===== config.mk =====
export PLATFORM = sky130hd
export DESIGN_NAME = fft2d_ctrl
export DESIGN_NICKNAME = d
export VERILOG_FILES = /design/src/fft2d_pkg.sv /design/src/fft2d_ctrl.sv
export VERILOG_INCLUDE_DIRS = /design/src /design/src/src
export SDC_FILE = /design/constraint.sdc
export NUM_CORES = 1
export LEC_CHECK = 0
export ABC_CLOCK_PERIOD_IN_PS = 4300
export BUFFER_PORTS_ARGS = -buffer_cell sky130_fd_sc_hd__buf_2
export CAP_MARGIN = 40
export CELL_PAD_IN_SITES_DETAIL_PLACEMENT = 0
export CELL_PAD_IN_SITES_GLOBAL_PLACEMENT = 1
export CORE_MARGIN = 1
export CORE_UTILIZATION = 35
export CTS_CLUSTER_DIAMETER = 30
export CTS_CLUSTER_SIZE = 40
export DETAILED_ROUTE_END_ITERATION = 8
export GPL_ROUTABILITY_DRIVEN = 1
export GPL_TIMING_DRIVEN = 0
export PLACE_DENSITY_LB_ADDON = 0.1
export SLEW_MARGIN = 20
export SYNTH_ARGS = -nofsm -noshare
export SYNTH_HDL_FRONTEND = slang
export SYNTH_SLANG_ARGS = --single-unit

===== constraint.sdc =====
create_clock -name clk_i -period 4.3 [get_ports clk_i]
set_input_delay 0.86 -clock clk_i [delete_from_list [all_inputs] [get_ports clk_i]]
set_output_delay 0.86 -clock clk_i [all_outputs]
set_load 0.02 [all_outputs]

===== src/assert_macros.svh =====
// Assertion macros shared by the RTL of the 2D FFT core.
// Needs nothing else; define SYNTH to compile the checks away.
`ifndef ASSERT_MACROS_SVH
`define ASSERT_MACROS_SVH
`ifndef SYNTH
`define ASSERT_PROP(lbl, clk, rstn, prop) \
  lbl: assert property (@(posedge clk) disable iff (!rstn) (prop)) \
    else $error("assertion failed");
`define ASSERT_NEVER(lbl, clk, rstn, cond) \
  lbl: assert property (@(posedge clk) disable iff (!rstn) !(cond)) \
    else $error("forbidden condition seen");
`else
`define ASSERT_PROP(lbl, clk, rstn, prop)
`define ASSERT_NEVER(lbl, clk, rstn, cond)
`endif
`endif


===== src/fft2d_pkg.sv =====
// Shared constants, command and status types and arithmetic helpers
// for the 2D FFT core. Depends on nothing.
`timescale 1ns / 1ps
`default_nettype none
package fft2d_pkg;

  localparam int WIDTH      = 8;
  localparam int HEIGHT     = 8;
  localparam int WIDTH_LOG  = 3;
  localparam int HEIGHT_LOG = 3;
  localparam int DEPTH      = 64;
  localparam int ADDR_W     = 6;
  localparam int CNT_W      = 7;
  localparam int LOG_W      = 2;
  localparam int POS_W      = 3;
  localparam int TW_LOG     = 3;
  localparam int DATA_W     = 32;
  localparam int TW_W       = 18;
  localparam int PROD_W     = 50;
  localparam int TRI_W      = 35;
  localparam int SUM_W      = 36;

  localparam logic [1:0] REG_INVERSE    = 2'd0;
  localparam logic [1:0] REG_WIDTH_LOG  = 2'd1;
  localparam logic [1:0] REG_HEIGHT_LOG = 2'd2;

  typedef enum logic [2:0] {
    WR_NONE,
    WR_LOAD,
    WR_SWAP_LO,
    WR_SWAP_HI,
    WR_BFLY_A,
    WR_BFLY_C
  } wr_sel_e;

  typedef struct packed {
    logic              rd_en;
    logic [ADDR_W-1:0] rd_addr0;
    logic [ADDR_W-1:0] rd_addr1;
    wr_sel_e           wr_sel;
    logic [ADDR_W-1:0] wr_addr;
    logic              mul_en;
    logic              rnd_en;
    logic [1:0]        tw_idx;
    logic              inverse;
    logic              scale_en;
    logic [LOG_W-1:0]  scale_sh;
    logic              out_load;
    logic              out_last;
  } cmd_t;

  typedef struct packed {
    logic out_free;
  } stat_t;

  function automatic logic [LOG_W-1:0] fit_log(input logic [LOG_W-1:0] lg,
                                               input int lim);
    if (int'(lg) > lim) return LOG_W'(lim);
    return lg;
  endfunction

  function automatic logic [POS_W-1:0] bit_rev(input logic [POS_W-1:0] pos,
                                               input logic [LOG_W-1:0] lg);
    logic [POS_W-1:0] r;
    for (int b = 0; b < POS_W; b++) r[b] = pos[POS_W-1-b];
    return r >> (POS_W - int'(lg));
  endfunction

  function automatic logic signed [TW_W-1:0] tw_re(input logic [1:0] idx);
    case (idx)
      2'd0:    return 18'sd65536;
      2'd1:    return 18'sd46341;
      2'd2:    return 18'sd0;
      default: return -18'sd46341;
    endcase
  endfunction

  function automatic logic signed [TW_W-1:0] tw_im(input logic [1:0] idx,
                                                   input logic inv);
    logic signed [TW_W-1:0] s;
    case (idx)
      2'd0:    s = 18'sd0;
      2'd1:    s = -18'sd46341;
      2'd2:    s = -18'sd65536;
      default: s = -18'sd46341;
    endcase
    return inv ? -s : s;
  endfunction

  function automatic logic signed [DATA_W-1:0] sat32(input logic signed [SUM_W-1:0] v);
    if (v > 36'sd2147483647) return 32'sh7FFFFFFF;
    if (v < -36'sd2147483648) return 32'sh80000000;
    return v[DATA_W-1:0];
  endfunction

  // round to nearest, ties up; sh is at least one
  function automatic logic signed [DATA_W-1:0] round_scale(input logic signed [DATA_W-1:0] x,
                                                           input logic [LOG_W-1:0] sh);
    logic signed [DATA_W:0] v;
    v = (DATA_W+1)'(x) + ((DATA_W+1)'(1) << (sh - 2'd1));
    return DATA_W'(v >>> sh);
  endfunction

endpackage
`default_nettype wire


===== src/fft2d_ctrl.sv =====
// Controller of the 2D FFT core: configuration registers, load count and
// the sequencer over passes, lines, stages and butterflies. Uses fft2d_pkg.
`timescale 1ns / 1ps
`default_nettype none
`include "assert_macros.svh"
module fft2d_ctrl (
  input  wire logic             clk_i,
  input  wire logic             rst_ni,
  input  wire logic             in_valid_i,
  output logic                  in_stall_o,
  input  wire logic             cfg_we_i,
  input  wire logic [1:0]       cfg_index_i,
  input  wire logic [1:0]       cfg_data_i,
  input  wire fft2d_pkg::stat_t stat_i,
  output fft2d_pkg::cmd_t       cmd_o
);

  localparam int PW = fft2d_pkg::POS_W;
  localparam int AW = fft2d_pkg::ADDR_W;
  localparam int CW = fft2d_pkg::CNT_W;

  localparam logic [3:0] ST_LOAD   = 4'd0;
  localparam logic [3:0] ST_SWP_RD = 4'd1;
  localparam logic [3:0] ST_SWP_WA = 4'd2;
  localparam logic [3:0] ST_SWP_WB = 4'd3;
  localparam logic [3:0] ST_BF_RD  = 4'd4;
  localparam logic [3:0] ST_BF_MUL = 4'd5;
  localparam logic [3:0] ST_BF_RND = 4'd6;
  localparam logic [3:0] ST_BF_WA  = 4'd7;
  localparam logic [3:0] ST_BF_WC  = 4'd8;
  localparam logic [3:0] ST_EM_RD  = 4'd9;
  localparam logic [3:0] ST_EM_OUT = 4'd10;

  logic [3:0]                     state_q, state_d;
  logic                           pass_q, pass_d;
  logic [PW-1:0]                  line_q, line_d, idx_q, idx_d;
  logic [fft2d_pkg::LOG_W-1:0]    stage_q, stage_d;
  logic [CW-1:0]                  cnt_q, cnt_d, emit_q, emit_d;
  logic                           inv_q;
  logic [fft2d_pkg::LOG_W-1:0]    wl_q, hl_q, wl, hl, lg_cur, line_log, sm1;
  logic [CW-1:0]                  size;
  logic [PW-1:0]                  n_m1, half_m1, lines_m1, rev, j, top, bot;
  logic [3:0]                     adv_state, start_state;
  logic                           adv_pass, start_pass;
  logic [PW-1:0]                  adv_line, adv_idx;
  logic [fft2d_pkg::LOG_W-1:0]    adv_stage;
  fft2d_pkg::cmd_t                cmd;

  function automatic logic [AW-1:0] elem_addr(input logic col, input logic [PW-1:0] line,
                                              input logic [PW-1:0] pos,
                                              input logic [fft2d_pkg::LOG_W-1:0] wlog);
    logic [AW-1:0] lo, hi;
    lo = col ? AW'(line) : AW'(pos);
    hi = col ? AW'(pos) : AW'(line);
    return (hi << wlog) | lo;
  endfunction

  assign wl       = fft2d_pkg::fit_log(wl_q, fft2d_pkg::WIDTH_LOG);
  assign hl       = fft2d_pkg::fit_log(hl_q, fft2d_pkg::HEIGHT_LOG);
  assign size     = CW'(1) << ({1'b0, wl} + {1'b0, hl});
  assign lg_cur   = pass_q ? hl : wl;
  assign line_log = pass_q ? wl : hl;
  assign n_m1     = PW'((4'd1 << lg_cur) - 4'd1);
  assign half_m1  = (lg_cur == '0) ? '0 : PW'((4'd1 << (lg_cur - 2'd1)) - 4'd1);
  assign lines_m1 = PW'((4'd1 << line_log) - 4'd1);
  assign rev      = fft2d_pkg::bit_rev(idx_q, lg_cur);
  assign sm1      = stage_q - 2'd1;
  assign j        = idx_q & PW'((4'd1 << sm1) - 4'd1);
  assign top      = PW'(({1'b0, idx_q} >> sm1) << stage_q) | j;
  assign bot      = top + PW'(4'd1 << sm1);

  // first pass of a frame; a pass of length one is skipped
  always_comb begin
    start_pass  = 1'b0;
    start_state = ST_SWP_RD;
    if (wl == '0) begin
      start_pass = 1'b1;
      if (hl == '0) start_state = ST_EM_RD;
    end
  end

  // advance past the current swap slot or butterfly
  always_comb begin
    adv_state = ST_BF_RD;
    adv_pass  = pass_q;
    adv_line  = line_q;
    adv_stage = stage_q;
    adv_idx   = idx_q + 1'b1;
    if (stage_q == '0) begin
      if (idx_q == n_m1) begin
        adv_stage = 2'd1;
        adv_idx   = '0;
      end else begin
        adv_state = ST_SWP_RD;
      end
    end else if (idx_q != half_m1) begin
      adv_state = ST_BF_RD;
    end else if (stage_q != lg_cur) begin
      adv_stage = stage_q + 2'd1;
      adv_idx   = '0;
    end else begin
      adv_stage = '0;
      adv_idx   = '0;
      adv_state = ST_SWP_RD;
      if (line_q != lines_m1) begin
        adv_line = line_q + 1'b1;
      end else begin
        adv_line = '0;
        if (!pass_q && hl != '0) begin
          adv_pass = 1'b1;
        end else begin
          adv_state = ST_EM_RD;
        end
      end
    end
  end

  always_comb begin
    state_d = state_q;
    pass_d  = pass_q;
    line_d  = line_q;
    stage_d = stage_q;
    idx_d   = idx_q;
    cnt_d   = cnt_q;
    emit_d  = '0;
    cmd          = '0;
    cmd.wr_sel   = fft2d_pkg::WR_NONE;
    cmd.tw_idx   = 2'(j << (fft2d_pkg::TW_LOG - int'(stage_q)));
    cmd.inverse  = inv_q;
    cmd.scale_en = inv_q && (stage_q == lg_cur);
    cmd.scale_sh = lg_cur;
    in_stall_o   = 1'b1;
    case (state_q)
      ST_LOAD: begin
        in_stall_o = 1'b0;
        if (in_valid_i) begin
          if (cnt_q < size) begin
            cmd.wr_sel  = fft2d_pkg::WR_LOAD;
            cmd.wr_addr = cnt_q[AW-1:0];
            cnt_d       = cnt_q + 1'b1;
          end
          // a full frame, or a sample beyond a shrunk frame, starts the transform
          if (cnt_q + 1'b1 >= size) begin
            cnt_d   = '0;
            pass_d  = start_pass;
            line_d  = '0;
            stage_d = '0;
            idx_d   = '0;
            state_d = start_state;
          end
        end
      end
      ST_SWP_RD: begin
        if (rev > idx_q) begin
          cmd.rd_en    = 1'b1;
          cmd.rd_addr0 = elem_addr(pass_q, line_q, idx_q, wl);
          cmd.rd_addr1 = elem_addr(pass_q, line_q, rev, wl);
          state_d      = ST_SWP_WA;
        end else begin
          state_d = adv_state;
          pass_d  = adv_pass;
          line_d  = adv_line;
          stage_d = adv_stage;
          idx_d   = adv_idx;
        end
      end
      ST_SWP_WA: begin
        cmd.wr_sel  = fft2d_pkg::WR_SWAP_LO;
        cmd.wr_addr = elem_addr(pass_q, line_q, idx_q, wl);
        state_d     = ST_SWP_WB;
      end
      ST_SWP_WB: begin
        cmd.wr_sel  = fft2d_pkg::WR_SWAP_HI;
        cmd.wr_addr = elem_addr(pass_q, line_q, rev, wl);
        state_d = adv_state;
        pass_d  = adv_pass;
        line_d  = adv_line;
        stage_d = adv_stage;
        idx_d   = adv_idx;
      end
      ST_BF_RD: begin
        cmd.rd_en    = 1'b1;
        cmd.rd_addr0 = elem_addr(pass_q, line_q, top, wl);
        cmd.rd_addr1 = elem_addr(pass_q, line_q, bot, wl);
        state_d      = ST_BF_MUL;
      end
      ST_BF_MUL: begin
        cmd.mul_en = 1'b1;
        state_d    = ST_BF_RND;
      end
      ST_BF_RND: begin
        cmd.rnd_en = 1'b1;
        state_d    = ST_BF_WA;
      end
      ST_BF_WA: begin
        cmd.wr_sel  = fft2d_pkg::WR_BFLY_A;
        cmd.wr_addr = elem_addr(pass_q, line_q, top, wl);
        state_d     = ST_BF_WC;
      end
      ST_BF_WC: begin
        cmd.wr_sel  = fft2d_pkg::WR_BFLY_C;
        cmd.wr_addr = elem_addr(pass_q, line_q, bot, wl);
        state_d = adv_state;
        pass_d  = adv_pass;
        line_d  = adv_line;
        stage_d = adv_stage;
        idx_d   = adv_idx;
      end
      ST_EM_RD: begin
        emit_d       = emit_q;
        cmd.rd_en    = 1'b1;
        cmd.rd_addr0 = emit_q[AW-1:0];
        state_d      = ST_EM_OUT;
      end
      ST_EM_OUT: begin
        emit_d = emit_q;
        if (stat_i.out_free) begin
          cmd.out_load = 1'b1;
          cmd.out_last = (emit_q == size - 1'b1);
          emit_d       = emit_q + 1'b1;
          state_d      = cmd.out_last ? ST_LOAD : ST_EM_RD;
        end
      end
      default: begin
        state_d = ST_LOAD;
      end
    endcase
  end

  assign cmd_o = cmd;

  always_ff @(posedge clk_i or negedge rst_ni) begin
    if (!rst_ni) begin
      state_q <= ST_LOAD;
      pass_q  <= 1'b0;
      line_q  <= '0;
      stage_q <= '0;
      idx_q   <= '0;
      cnt_q   <= '0;
      emit_q  <= '0;
    end else begin
      state_q <= state_d;
      pass_q  <= pass_d;
      line_q  <= line_d;
      stage_q <= stage_d;
      idx_q   <= idx_d;
      cnt_q   <= cnt_d;
      emit_q  <= emit_d;
    end
  end

  always_ff @(posedge clk_i or negedge rst_ni) begin
    if (!rst_ni) begin
      inv_q <= 1'b0;
      wl_q  <= 2'd3;
      hl_q  <= 2'd3;
    end else if (cfg_we_i) begin
      case (cfg_index_i)
        fft2d_pkg::REG_INVERSE:    inv_q <= cfg_data_i[0];
        fft2d_pkg::REG_WIDTH_LOG:  wl_q  <= cfg_data_i;
        fft2d_pkg::REG_HEIGHT_LOG: hl_q  <= cfg_data_i;
        default: ;
      endcase
    end
  end

  `ASSERT_PROP(a_cnt_bound, clk_i, rst_ni, cnt_q <= CW'(fft2d_pkg::DEPTH))
  `ASSERT_PROP(a_cnt_clear, clk_i, rst_ni, (state_q != ST_LOAD) |-> (cnt_q == '0))
  `ASSERT_PROP(a_out_free, clk_i, rst_ni, cmd.out_load |-> stat_i.out_free)
  `ASSERT_PROP(a_last_ends, clk_i, rst_ni, (cmd.out_load && cmd.out_last) |=> (state_q == ST_LOAD))
  `ASSERT_NEVER(a_emit_no_wr, clk_i, rst_ni, (state_q == ST_EM_RD || state_q == ST_EM_OUT) && (cmd.wr_sel != fft2d_pkg::WR_NONE))

endmodule
`default_nettype wire


# ---- After elaboration in Yosys (flattened, before gate mapping)
# Index checks and enable logic that the tools add are counted.
dict set report word_totals {
  reg_bits 32
  in_bits 9
  output_inout_bits 33
  word_cells 162
}
dict set report classes {
  n_addsub 16
  order_cmp 3
  eq_ne 22
  n_shift 13
  mux 71
  n_bitwise 7
  reduce_logical 20
}
# op count
set ops {}
lappend ops {{$mux 3} 21}
lappend ops {{$mux 4} 12}
lappend ops {{$pmux 9 s5} 1}
lappend ops {{$pmux 4 s10} 1}
lappend ops {{$mux 7} 5}
lappend ops {{$shl 3x32->2} 1}
lappend ops {{$shr 3x32->3} 1}
lappend ops {{$or 6x3->6} 4}
lappend ops {{$shl 3x2->6} 4}
lappend ops {{$mux 2} 11}
lappend ops {{$pmux 7 s3} 1}
lappend ops {{$pmux 3 s3} 2}
lappend ops {{$eq 4x3->1 const B} 4}
lappend ops {{$add 7x1->7 const B} 2}
lappend ops {{$pmux 7 s2} 1}
lappend ops {{$mux 13} 1}
lappend ops {{$eq 4x4->1 const B} 3}
lappend ops {{$mux 1} 12}
lappend ops {{$pmux 6 s2} 1}
lappend ops {{$shl 1x2->3 const A} 4}
lappend ops {{$sub 3x1->3 const B} 4}
lappend ops {{$logic_not 2->1} 5}
lappend ops {{$eq 4x2->1 const B} 2}
lappend ops {{$ne 2x2->1 const B} 4}
lappend ops {{35 further kinds} 45}

# ---- Logic depth before layout (Yosys ltp)
dict set report logic_depth {
  depth_word 10
  ltp_mapped 13
  depth_no_buf 12
}

# ---- Worst setup path before layout
# No wires, ideal clock.
dict set report synth_timing {
  kind {register to output}
  start {register wl_q (netlist bit wl[0])}
  end {output cmd_o[12] (netlist name)}
  arrival_ns 3.501
  required_ns 3.440
  setup_slack_ns -0.061
  path_stages_with_launch 13
  n_path_buf 2
  path_cell_list {dfstp_2 -> ha_1 -> fa_1 -> clkbuf_1 -> or3_1 -> ha_1 -> nor2b_1 -> o211ai_1 -> a21oi_1 -> nor3_1 -> buf_2 -> a221oi_1 -> o211ai_1}
}
# item line_no
set synth_lines {}
lappend synth_lines {{from (decl)} fft2d_ctrl.sv:40} ;# logic [fft2d_pkg::LOG_W-1:0] wl_q, hl_q, wl, hl, lg_cur, line_log, sm1;
lappend synth_lines {{from (signal assigned)} fft2d_ctrl.sv:260} ;# fft2d_pkg::REG_WIDTH_LOG: wl_q <= cfg_data_i;
lappend synth_lines {{to (decl)} fft2d_ctrl.sv:15} ;# output fft2d_pkg::cmd_t cmd_o

==> impl_metrics.py <==
metrics = {
    "floorplanning": {
        "io_pins": 42,
        "start_util": 0.3653,
        "dieWidth_um": 109.1,
        "die_h_um": 109.1,
        "rows": 38,
        "die-area_mm2": 0.01190,
        "core_mm2": 0.01098,
    },
    "global_routing": {
        "grt_overflow": 0,
        "grt_pass1_vias": 4198,
        "track_usage": 0.2562,
        "grt_max_degree": 33,
        "grt_first_pass_wirelength_mm": 23.03,
        "antenna_found_initial": 0,
    },
    "place": {
        "globalplace.congestion": 0.9270,
        "hpwl_mm": 11.03,
        "dpl.cell_count": 694,
        "portBuffers": 41,
    },
    "final_layout": {
        "utilization": 0.4541,
        "diodes": 0,
        "fin_nets": 623,
        "final_cell_count_no_fill": 724,
        "synthToLayoutAreaGrowth_pct": 24.29,
        "final_common_cell": "nor2_1",
        "drive_gt1_frac": 0.2414,
        "layout_common_cells": "nor2_1 (52), nand2_1 (39), buf_2 (35), a21oi_1 (30), buf_4 (29)",
    },
    "clock_tree": {
        "clk_latency_ns": 0.29,
        "numCtsBuffers": 5,
        "clkTransAtPathRegs_ns": 0.06,
        "cts_root_buf": "clkbuf_16",
        "htree_levels": 2,
        "cts.sinks": 32,
        "hold_buffers": 0,
        "max-clock-path-buffers": 2,
        "cts_tree": "yes",
    },
    "logic_synthesis": {
        "async_reset_ff_frac": 1.000,
        "yosysSeqAreaShare": 0.2008,
        "syn-num-nets": 553,
        "synth_seq_cells": 32,
        "syn_area_per_cell_um2": 7.822,
        "synth_area_mm2": 0.004013,
        "ys_types": 71,
        "postSynthCellCount": 513,
        "yosys_warnings": 0,
        "synth-main-ff-cell": "dfrtp_1",
        "synth_edf_count": 0,
    },
    "critical_path": {
        "crit_required_ns": 3.44,
        "cp_max_fo": 7,
        "end_kind": "output port",
        "timing.rr.end": "stage_q[0]$_DFFE_PN0P_",
        "crit_type": "reg2out",
        "rr_startpoint": "hl[0]$_DFFE_PN1P_",
        "worstPathArrival_ns": 3.54,
        "r2r_cells": 12,
        "crit_start": "hl[0]$_DFFE_PN1P_",
        "cp-endpoint": "cmd_o[16]",
        "cp-start-kind": "register",
        "r2r_setup_slack_ns": 0.40,
    },
    "status": {
        "violations": "negative setup slack",
        "status": "finished with violations",
    },
    "drt": {
        "viasPerCell": 6.090,
        "routedWlPerCell_um": 20.19,
        "drt-pass1-iter-count": 6,
        "vias": 4409,
        "ant_nets": 0,
        "drt_wl_total_mm": 14.62,
        "route.detailed.drc": 0,
        "drtIter0Drc": 443,
    },
    "power_and_ir_drop": {
        "power_density_mw_per_mm2": 797.6,
        "design_power_total_uw": 3978,
        "ir_worst_vdd_mv": 0.3234,
        "p_leak_uw": 0.002130,
    },
    "timing": {
        "relSlewSlack": 0.4996,
        "finalHoldViolations": 0,
        "fin_ws_ns": -0.09990,
        "finalCriticalPeriod_ns": 4.400,
        "fmax_mhz": 227.3,
        "whs_ns": 0.5121,
        "drv_slew": 0,
        "setup_violations": 6,
        "tns_ns": -0.3907,
        "final.setup_skew_ns": 0.005405,
        "worstMarginPinSlew_ns": 0.7448,
        "rsz0062_at_grt": "true",
        "fin_crit_sh": 1.023,
    },
    "flow_run": {
        "cap_violations": 0,
    },
    "hold_path": {
        "hold_class": "in2async",
    },
}
[flip-flops by register name (all words and copies together), names as in the netlist]
| signal | cells |
|---|---|
| cnt_q | 7 |
| emit_q | 7 |
| state_q | 4 |
| idx_q | 3 |
| line_q | 3 |
| hl | 2 |
| stage_q | 2 |
| wl | 2 |
| inv_q | 1 |
| pass_q | 1 |
[synth_stat cells, types with 7 or more instances]
master | count | share of area
a21oi_1 | 34 | 0.042
a31oi_1 | 10 | 0.016
a32o_1 | 7 | 0.017
clkbuf_1 | 28 | 0.026
dfrtp_1 | 28 | 0.17
ha_1 | 29 | 0.090
inv_1 | 24 | 0.022
mux2_2 | 8 | 0.022
mux2i_1 | 13 | 0.032
nand2_1 | 41 | 0.038
nand2b_1 | 9 | 0.014
nand3_1 | 16 | 0.020
nand3b_1 | 7 | 0.013
nor2_1 | 52 | 0.049
nor2b_1 | 9 | 0.014
nor3_1 | 10 | 0.012
o211ai_1 | 11 | 0.021
o21ai_0 | 26 | 0.032
or3_1 | 8 | 0.012
xnor2_1 | 12 | 0.026
xor2_1 | 9 | 0.020
[report_power, final]
| group | internal (uW) | switching (uW) |
|---|---|---|
| clock network | 229 | 146 |
| registers | 390 | 107 |
| logic | 1220 | 1890 |
| total | 1830 | 2140 |
[cell families after synthesis]
kind of cell,share of synthesized area
AO/OA/AOI/OAI,0.2654
XOR/XNOR,0.04584
adder cells (fa/ha/maj),0.1004
buffers and inverters,0.06018
flip-flops,0.2008
multiplexers,0.07733
AND/OR/NAND/NOR,0.2501
[worst max-delay path, cell delays in order (launching register included)]
cell,delay [ns]
dfstp_2,0.56
ha_4,0.13
fa_2,0.49
or3_4,0.43
ha_1,0.28
nor2b_2,0.12
o211ai_1,0.10
a21oi_2,0.20
nor3_2,0.07
buf_4,0.14
buf_6,0.12
buf_4,0.15
or3_4,0.32
buf_6,0.14
[metal layers]
metal | vias to the layer above | GRT usage | wire length (um)
li1 | 2061 | - | -
met3 | 31 | 0.04065 | 998
met5 | - | 0 | 0
met4 | 0 | 0.06467 | 323
met1 | 2123 | 0.3661 | 6711
met2 | 194 | 0.3976 | 6581
[worst min path at each step]
stage,slack [ns],cells past startpoint,to,from
after floorplan,0.50,1,inv_q$_DFFE_PN0P_,inv_q$_DFFE_PN0P_
after global placement,0.54,1,inv_q$_DFFE_PN0P_,inv_q$_DFFE_PN0P_
after detailed placement,0.56,1,inv_q$_DFFE_PN0P_,inv_q$_DFFE_PN0P_
after CTS,0.57,1,inv_q$_DFFE_PN0P_,inv_q$_DFFE_PN0P_
after global routing,0.53,1,line_q[2]$_DFFE_PN0P_,rst_ni
final,0.51,1,line_q[2]$_DFFE_PN0P_,rst_ni
[per-stage QoR]
stage	setup WS (ns)	instance area, um2
after CTS	-0.1465	4752
final	-0.09990	4987
after global placement	-0.5468	4398
after global routing	-0.2206	4987
after detailed placement	-0.5571	4398
after floorplan	0.06595	4018
[what timing repair did]
| item | 4_1_cts | 5_1_grt |
|---|---|---|
| pin swaps | 8 | 11 |
| setup buffers | 10 | 14 |
| endpoints found under the setup margin | 22 | 21 |
| resized for setup | 33 | 37 |
[area by class of cell]
class | instances | area [um2]
clock buffers | 6 | 138.9
fillers | 1141 | 5996
plain buffers | 31 | 162.7
clock inverters | 2 | 10.01
flip-flops and latches | 32 | 807.0
well taps | 140 | 175.2
repair buffers | 66 | 441.7
inverters | 26 | 103.9
multi-input cells | 421 | 3148
Note: power is estimated with default switching activity, not from simulation.
